$ cat config.mk
export PLATFORM = sky130hd
export DESIGN_NAME = positional_ordered_list_top
export DESIGN_NICKNAME = d
export VERILOG_FILES = /design/src/rtl/plist_pkg.sv /design/src/rtl/plist_ctrl.sv /design/src/rtl/plist_cells.sv /design/src/rtl/positional_ordered_list_top.sv
export SDC_FILE = /design/constraint.sdc
export NUM_CORES = 1
export LEC_CHECK = 0
export ABC_AREA = 0
export ABC_CLOCK_PERIOD_IN_PS = 6320
export BUFFER_PORTS_ARGS = -buffer_cell sky130_fd_sc_hd__buf_2
export CORE_ASPECT_RATIO = 0.6
export CORE_MARGIN = 1.5
export CORE_UTILIZATION = 28
export DETAILED_ROUTE_END_ITERATION = 10
export MAX_ROUTING_LAYER = met4
export SLEW_MARGIN = 20
export SYNTH_ARGS = -nofsm -noshare
export SYNTH_HDL_FRONTEND = slang
export SYNTH_HIERARCHICAL = 1
export SYNTH_SLANG_ARGS = --single-unit
$ cat constraint.sdc
create_clock -name clk -period 6.32 [get_ports clk]
set_input_delay 0.316 -clock clk [delete_from_list [all_inputs] [get_ports clk]]
set_output_delay 0.316 -clock clk [all_outputs]
set_load 0.005 [all_outputs]
$ cat src/rtl/plist_pkg.sv
// ----------------------------------------------------------------------------
// plist_pkg
// Shared types and constants of the positional ordered list: mode and status
// codes, and the command and status bundles between controller and datapath.
// ----------------------------------------------------------------------------
package plist_pkg;

  localparam int DEPTH_DEF = 16;
  localparam int DATA_W    = 32;
  localparam int POS_W     = 8;
  localparam int CMP_W     = POS_W + 1;

  localparam logic [1:0] MODE_INSERT = 2'd0;
  localparam logic [1:0] MODE_REMOVE = 2'd1;
  localparam logic [1:0] MODE_READ   = 2'd2;

  localparam logic [1:0] ST_OK     = 2'd0;
  localparam logic [1:0] ST_BADPOS = 2'd1;
  localparam logic [1:0] ST_FULL   = 2'd2;
  localparam logic [1:0] ST_EMPTY  = 2'd3;

  typedef struct packed {
    logic       load;
    logic       insert;
    logic       remove;
    logic       rotate;
    logic       emit;
    logic       emit_cell;
    logic       emit_last;
    logic [1:0] emit_status;
  } cmd_t;

  typedef struct packed {
    logic [1:0] mode;
    logic       slot_free;
    logic       ins_bad;
    logic       ins_full;
    logic       rem_bad;
    logic       empty;
    logic       rd_last;
  } stat_t;

endpackage

$ cat src/rtl/plist_ctrl.sv
// ----------------------------------------------------------------------------
// plist_ctrl
// Controller state machine: takes one item, runs the insert, remove or
// read-out sequence on the cell datapath and issues its results; mode 3 ends without one.
// ----------------------------------------------------------------------------
module plist_ctrl (
  input  logic             clk,
  input  logic             rst,
  input  logic             in_valid,
  output logic             in_stall,
  input  plist_pkg::stat_t st,
  output plist_pkg::cmd_t  cmd
);
  import plist_pkg::*;

  typedef enum logic [2:0] {
    S_IDLE = 3'b001,
    S_EXEC = 3'b010,
    S_READ = 3'b100
  } state_t;

  state_t state;
  state_t state_next;

  assign in_stall = (state != S_IDLE);

  always_comb begin
    state_next = state;
    cmd        = '0;
    case (state)
      S_IDLE: begin
        if (in_valid) begin
          cmd.load   = 1'b1;
          state_next = S_EXEC;
        end
      end
      S_EXEC: begin
        case (st.mode)
          MODE_INSERT: begin
            if (st.slot_free) begin
              cmd.emit      = 1'b1;
              cmd.emit_last = 1'b1;
              if (st.ins_bad) begin
                cmd.emit_status = ST_BADPOS;
              end else if (st.ins_full) begin
                cmd.emit_status = ST_FULL;
              end else begin
                cmd.emit_status = ST_OK;
                cmd.insert      = 1'b1;
              end
              state_next = S_IDLE;
            end
          end
          MODE_REMOVE: begin
            if (st.slot_free) begin
              cmd.emit      = 1'b1;
              cmd.emit_last = 1'b1;
              if (st.rem_bad) begin
                cmd.emit_status = ST_BADPOS;
              end else begin
                cmd.emit_status = ST_OK;
                cmd.remove      = 1'b1;
              end
              state_next = S_IDLE;
            end
          end
          MODE_READ: begin
            if (st.empty) begin
              if (st.slot_free) begin
                cmd.emit        = 1'b1;
                cmd.emit_last   = 1'b1;
                cmd.emit_status = ST_EMPTY;
                state_next      = S_IDLE;
              end
            end else begin
              state_next = S_READ;
            end
          end
          default: begin
            state_next = S_IDLE;
          end
        endcase
      end
      S_READ: begin
        if (st.slot_free) begin
          cmd.emit        = 1'b1;
          cmd.emit_cell   = 1'b1;
          cmd.emit_last   = st.rd_last;
          cmd.emit_status = ST_OK;
          cmd.rotate      = 1'b1;
          if (st.rd_last) begin
            state_next = S_IDLE;
          end
        end
      end
      default: begin
        state_next = S_IDLE;
      end
    endcase
  end

  always_ff @(posedge clk) begin
    if (rst) begin
      state <= S_IDLE;
    end else begin
      state <= state_next;
    end
  end

endmodule

$ cat src/rtl/plist_cells.sv
// ----------------------------------------------------------------------------
// plist_cells
// Datapath: item capture registers, the chain of list cells with one-step
// shift and rotate, the entry count, the read index and the output register.
// ----------------------------------------------------------------------------
module plist_cells #(
  parameter int DEPTH = plist_pkg::DEPTH_DEF
) (
  input  logic                                clk,
  input  logic                                rst,
  input  logic [1:0]                          mode,
  input  logic [plist_pkg::POS_W-1:0]         position,
  input  logic signed [plist_pkg::DATA_W-1:0] value,
  input  plist_pkg::cmd_t                     cmd,
  output plist_pkg::stat_t                    st,
  output logic                                out_valid,
  input  logic                                out_stall,
  output logic signed [plist_pkg::DATA_W-1:0] data,
  output logic [1:0]                          status,
  output logic                                last
);
  import plist_pkg::*;

  localparam int CW = $clog2(DEPTH + 1);

  logic [1:0]        mode_q;
  logic [POS_W-1:0]  pos_q;
  logic [DATA_W-1:0] val_q;
  logic [CW-1:0]     count;
  logic [CW-1:0]     rd_idx;
  logic [DATA_W-1:0] cells      [DEPTH];
  logic [DATA_W-1:0] cells_next [DEPTH];

  logic [CMP_W-1:0] pos_ext;
  logic [CMP_W-1:0] cnt_ext;
  logic [CMP_W-1:0] pidx;

  assign pos_ext = {1'b0, pos_q};
  assign cnt_ext = CMP_W'(count);
  assign pidx    = pos_ext - CMP_W'(1);

  always_comb begin
    st           = '0;
    st.mode      = mode_q;
    st.slot_free = !out_valid || !out_stall;
    st.ins_bad   = (pos_q == '0) || (pos_ext > cnt_ext + CMP_W'(1));
    st.ins_full  = (count == CW'(DEPTH));
    st.rem_bad   = (pos_q == '0) || (pos_ext > cnt_ext);
    st.empty     = (count == '0);
    st.rd_last   = (rd_idx + CW'(1) == count);
  end

  genvar g;
  generate
    for (g = 0; g < DEPTH; g++) begin : g_cell
      logic [DATA_W-1:0] up;
      logic [DATA_W-1:0] dn;
      if (g == DEPTH - 1) begin : g_tail
        assign up = cells[g];
      end else begin : g_mid
        assign up = cells[g+1];
      end
      if (g == 0) begin : g_head
        assign dn = cells[g];
      end else begin : g_rest
        assign dn = cells[g-1];
      end
      always_comb begin
        cells_next[g] = cells[g];
        if (cmd.insert) begin
          if (CMP_W'(g) == pidx) begin
            cells_next[g] = val_q;
          end else if (CMP_W'(g) > pidx) begin
            cells_next[g] = dn;
          end
        end else if (cmd.remove) begin
          if (CMP_W'(g) >= pidx) begin
            cells_next[g] = up;
          end
        end else if (cmd.rotate) begin
          if (CMP_W'(g) + CMP_W'(1) < cnt_ext) begin
            cells_next[g] = up;
          end else if (CMP_W'(g) + CMP_W'(1) == cnt_ext) begin
            cells_next[g] = cells[0];
          end
        end
      end
      always_ff @(posedge clk) begin
        cells[g] <= cells_next[g];
      end
    end
  endgenerate

  always_ff @(posedge clk) begin
    if (cmd.load) begin
      mode_q <= mode;
      pos_q  <= position;
      val_q  <= value;
    end
    if (cmd.emit) begin
      data   <= cmd.emit_cell ? cells[0] : '0;
      status <= cmd.emit_status;
      last   <= cmd.emit_last;
    end
  end

  always_ff @(posedge clk) begin
    if (rst) begin
      count     <= '0;
      rd_idx    <= '0;
      out_valid <= 1'b0;
    end else begin
      if (cmd.insert) begin
        count <= count + CW'(1);
      end else if (cmd.remove) begin
        count <= count - CW'(1);
      end
      if (cmd.load) begin
        rd_idx <= '0;
      end else if (cmd.rotate) begin
        rd_idx <= rd_idx + CW'(1);
      end
      if (cmd.emit) begin
        out_valid <= 1'b1;
      end else if (!out_stall) begin
        out_valid <= 1'b0;
      end
    end
  end

endmodule

$ cat src/rtl/positional_ordered_list_top.sv
// ----------------------------------------------------------------------------
// positional_ordered_list_top
// Ordered list of up to DEPTH signed 32-bit values with one-based positional
// insert and remove and a full in-order read-out.
// ----------------------------------------------------------------------------
// The list lives in a chain of DEPTH cells. An insert or remove is taken in
// the idle state; once the output register is free, the whole chain shifts at
// once and the single result is loaded into the output register. A read-out
// rotates the chain by one cell per cycle while the output is not stalled, the
// head cell going to the output register, so n entries stream n results and
// the list ends in its original order. An empty read-out gives one result
// with the empty status. The next item is taken while the last result still
// waits in the output register; a stalled output holds the chain. Mode 3 is
// dropped without a result. No clearing pass after reset.
// ----------------------------------------------------------------------------
module positional_ordered_list_top #(
  parameter int DEPTH = plist_pkg::DEPTH_DEF
) (
  input  logic                                clk,
  input  logic                                rst,
  input  logic                                in_valid,
  output logic                                in_stall,
  input  logic [1:0]                          mode,
  input  logic [plist_pkg::POS_W-1:0]         position,
  input  logic signed [plist_pkg::DATA_W-1:0] value,
  output logic                                out_valid,
  input  logic                                out_stall,
  output logic signed [plist_pkg::DATA_W-1:0] data,
  output logic [1:0]                          status,
  output logic                                last
);
  import plist_pkg::*;

  cmd_t  cmd;
  stat_t st;

  plist_ctrl u_ctrl (
    .clk      (clk),
    .rst      (rst),
    .in_valid (in_valid),
    .in_stall (in_stall),
    .st       (st),
    .cmd      (cmd)
  );

  plist_cells #(
    .DEPTH (DEPTH)
  ) u_cells (
    .clk       (clk),
    .rst       (rst),
    .mode      (mode),
    .position  (position),
    .value     (value),
    .cmd       (cmd),
    .st        (st),
    .out_valid (out_valid),
    .out_stall (out_stall),
    .data      (data),
    .status    (status),
    .last      (last)
  );

endmodule

==> metrics.md <==
| Metric | Value |
|---|---|
| Status | `completed` |
| Max-Cap Viols | `0` |
| Fin nets | `3276` |
| Cts repair resizes | `0` |
| Post-route ant nets | `0` |
| WL/cell | `22.9 microns` |
| Initial Utilization | `0.282` |
| Syn nets | `3334` |
| H-tree Lvls | `2` |
| Slew Viols, Final | `0` |
| Crit-path cells | `nand2_1 -> or3_1 -> ha_1 -> nand4_1 -> o22ai_1 -> a21oi_1 -> or4_1 -> or3_1 -> nor3_2 -> buf_4 -> buf_12 -> buf_4 -> mux2_2` |
| Die Width | `464 microns` |
| Clk slew on worst S/H paths | `60 ps` |
| Worst-margin pin slew | `1210 ps` |
| Clk_skew | `27.0 ps` |
| Ys async rst share | `0` |
| Gpl congestion | `0.847` |
| Crit path max fanout | `122` |
| Pin count of the biggest net entering global routing | `216` |
| RSZ-0062 raised after global routing | `false` |
| Residual DRC | `0` |
| Vias/cell | `5.37` |
| Primary FF master, synth | `edfxtp_1` |
| Crit share post-route | `0.888` |
| Pwr Density | `209 mW/mm^2` |
| Area of the multi-input gates | `0.0164 sq mm` |
| Max incr delay on CP | `870 ps` |
| Total negative slack | `0 ps` |
| YS warnings | `6` |
| Final Critical Period | `5610 ps` |
| Setup WS pre-CTS | `831 ps` |
| Arrival time worst endpoint | `6040 ps` |
| Hold Path Class | `in2reg` |
| Layout cells sized above 1 | `0.168` |
| Ports | `83` |
| Slowest CP cell | `dfxtp_1` |
| Crit path capture type | `register` |
| Final Hold Viols | `0` |
| Slew headroom | `0.191` |
| Layout area overhead | `12.4%` |
| Clock Latency Late Sink | `690 ps` |
| CORE AREA | `0.126 sq mm` |
| EDFF count, synth | `589` |
| Row cnt | `101` |
| Grt ovf | `0` |
| CTS tree | `yes` |
| Vias in the first global route | `24500` |
| WP data required | `6750 ps` |
| Dpl hpwl | `66600 microns` |
| Netlist Area Pre-Place | `0.0357 sq mm` |
| Vias | `26600` |
| WS Path Type | `reg2reg` |
| CTS root buffer | `clkbuf_16` |
| Initial DRT Pass Iterations | `6` |
| Die footprint | `0.130 sq mm` |
| All-Layer GR Usage | `0.175` |
| Final setup fails | `0` |
| Routed wire length | `114000 microns` |
| Synth Area per Inst | `10.9 sq um` |
| Filler cells | `12700` |
| PortBufs | `82` |
| Cell variety after synth | `67` |
| Gate Count Post-Synth | `3268` |
| Crit start category | `register` |
| Iteration-0 DRC Markers | `3094` |
| Yosys reg bits | `603` |
| First-pass GRT wire length | `168000 microns` |
| Clk buf depth | `3` |
| Die Y | `279 microns` |
| Seq. cell area | `0.0180 sq mm` |
| Register area share after synthesis | `0.504` |
| Total CTS buffers | `59` |
| Leakage | `13.6 nW` |
| Final worst slack | `711 ps` |
| Maximum vdd drop | `207 uV` |
| Fmax | `178 MHz` |
| Clock sinks | `603` |
| Initial antenna violation count | `3` |
-- routing by layer --
layer | global-route usage | vias up | part of all wire
met2 | 0.225 | 1306 | 0.38
li1 | - | 12000 | -
met5 | - | - | 0
met4 | 0.0395 | 0 | 0.022
met1 | 0.271 | 13200 | 0.49
met3 | 0.0351 | 157 | 0.10
-- cell families after synthesis --
| kind of cell | Yosys count | synth area share |
|---|---|---|
| and+or+nand+nor | 856 | 0.119 |
| AOI/OAI and AO/OA | 750 | 0.123 |
| muxes | 676 | 0.198 |
| DFF | 603 | 0.504 |
| buffers and inverters | 341 | 0.0445 |
| xor gates and xnor gates | 22 | 0.00561 |
| adders and majority gates | 20 | 0.00702 |
-- flip-flops by register name, summed over array words and instances, names as in the netlist --
register,cells
u_cells/cells,512
u_ctrl/state,3
u_cells/status,2
u_cells/data,32
u_cells/out_valid,1
u_cells/count,5
u_cells/pos_q,8
u_cells/val_q,32
u_cells/last,1
u_cells/mode_q,2
u_cells/rd_idx,5
-- repair_timing --
| item | CTS | global route |
|---|---|---|
| hold buffers | 47 | 0 |
| hold endpoints to repair | 48 | 0 |
| setup buffers | 0 | 0 |
-- worst max-delay path: cells and delay by family (launching register included) --
family / cells / cell delay [ps]
AO/OA/AOI/OAI: 2 / 180
AND/OR/NAND/NOR: 6 / 1950
flip-flops: 1 / 870
adder cells (fa/ha/maj): 1 / 300
buffers and inverters: 3 / 1460
multiplexers: 1 / 410
-- stage by stage --
stage | cells | instance area [sq um] | hold WS (ps) | power, W | utilization
floorplan | 3268 | 35700 | 378 | 0.00463 | -
CTS | 4956 | 40100 | 306 | 0.00847 | 0.317
global route | 4956 | 40100 | 321 | 0.00865 | 0.317
finish | 4957 | 40100 | 343 | 0.00838 | 0.317
detailed placement | 4801 | 37700 | 494 | 0.00472 | 0.298
global placement | 4801 | 37700 | 492 | 0.00472 | 0.298
-- layout make-up --
cell class                      count  area share
Antenna cell                        1   0.0000625
Tap cell                         1699      0.0531
Multi-Input combinational cell   2324       0.410
Inverter                           14     0.00153
Clock inverter                     40      0.0102
Timing Repair Buffer              208      0.0390
Sequential cell                   603       0.448
Clock buffer                       68      0.0377
-- cells in the final DEF (no fill, tap or decap), drive strengths merged, types with 20 or more instances in the layout --
master	Yosys	final
a31oi	38	38
a211oi	197	197
edfxtp	589	589
nand2	420	420
a21oi	279	279
mux2i	451	451
clkinv	0	24
ha	20	20
buf	103	161
and2	68	68
mux2	225	225
dlygate4sd3	0	47
nor2b	137	137
o21ai	214	214
nor2	70	70
clkbuf	224	68
and3	96	96
-- final timing paths --
path,slack [ps],endpoint,startpoint,cells after the start
max reg2reg,710,u_cells/cells[0][23],u_cells/count[2],13
max,710,u_cells/cells[0][23],u_cells/count[2],13
min,340,u_cells/val_q[21],value[21],2
min reg2reg,570,u_ctrl/state[0],u_ctrl/state[1],2
-- where the power goes --
part	leakage (nW)	switching [W]	total, W	internal [W]
sequential	5.49	0.0000952	0.00445	0.00436
clock	0.938	0.00172	0.00372	0.00201
combinational	7.12	0.000115	0.000204	0.0000891
-- cells in the mapped netlist (12+ instances only) --
master | count | area, sq um
nand2_1 | 419 | 1570
buf_2 | 18 | 90.1
o21ai_1 | 74 | 370
nor3_1 | 16 | 80.1
and3_1 | 96 | 601
mux2i_1 | 451 | 4510
nor2b_1 | 136 | 851
o21ai_0 | 140 | 701
dfxtp_1 | 14 | 280
and2_1 | 67 | 419
a21oi_1 | 278 | 1390
clkbuf_1 | 224 | 841
xnor2_1 | 16 | 140
buf_1 | 21 | 78.8
buf_4 | 52 | 390
nor2_1 | 69 | 259
a31oi_1 | 38 | 238
inv_1 | 12 | 45.0
buf_6 | 12 | 135
mux2_2 | 225 | 2530
ha_1 | 20 | 250
a211oi_1 | 197 | 1480
edfxtp_1 | 589 | 17700
(Power assumes the default switching activity.)
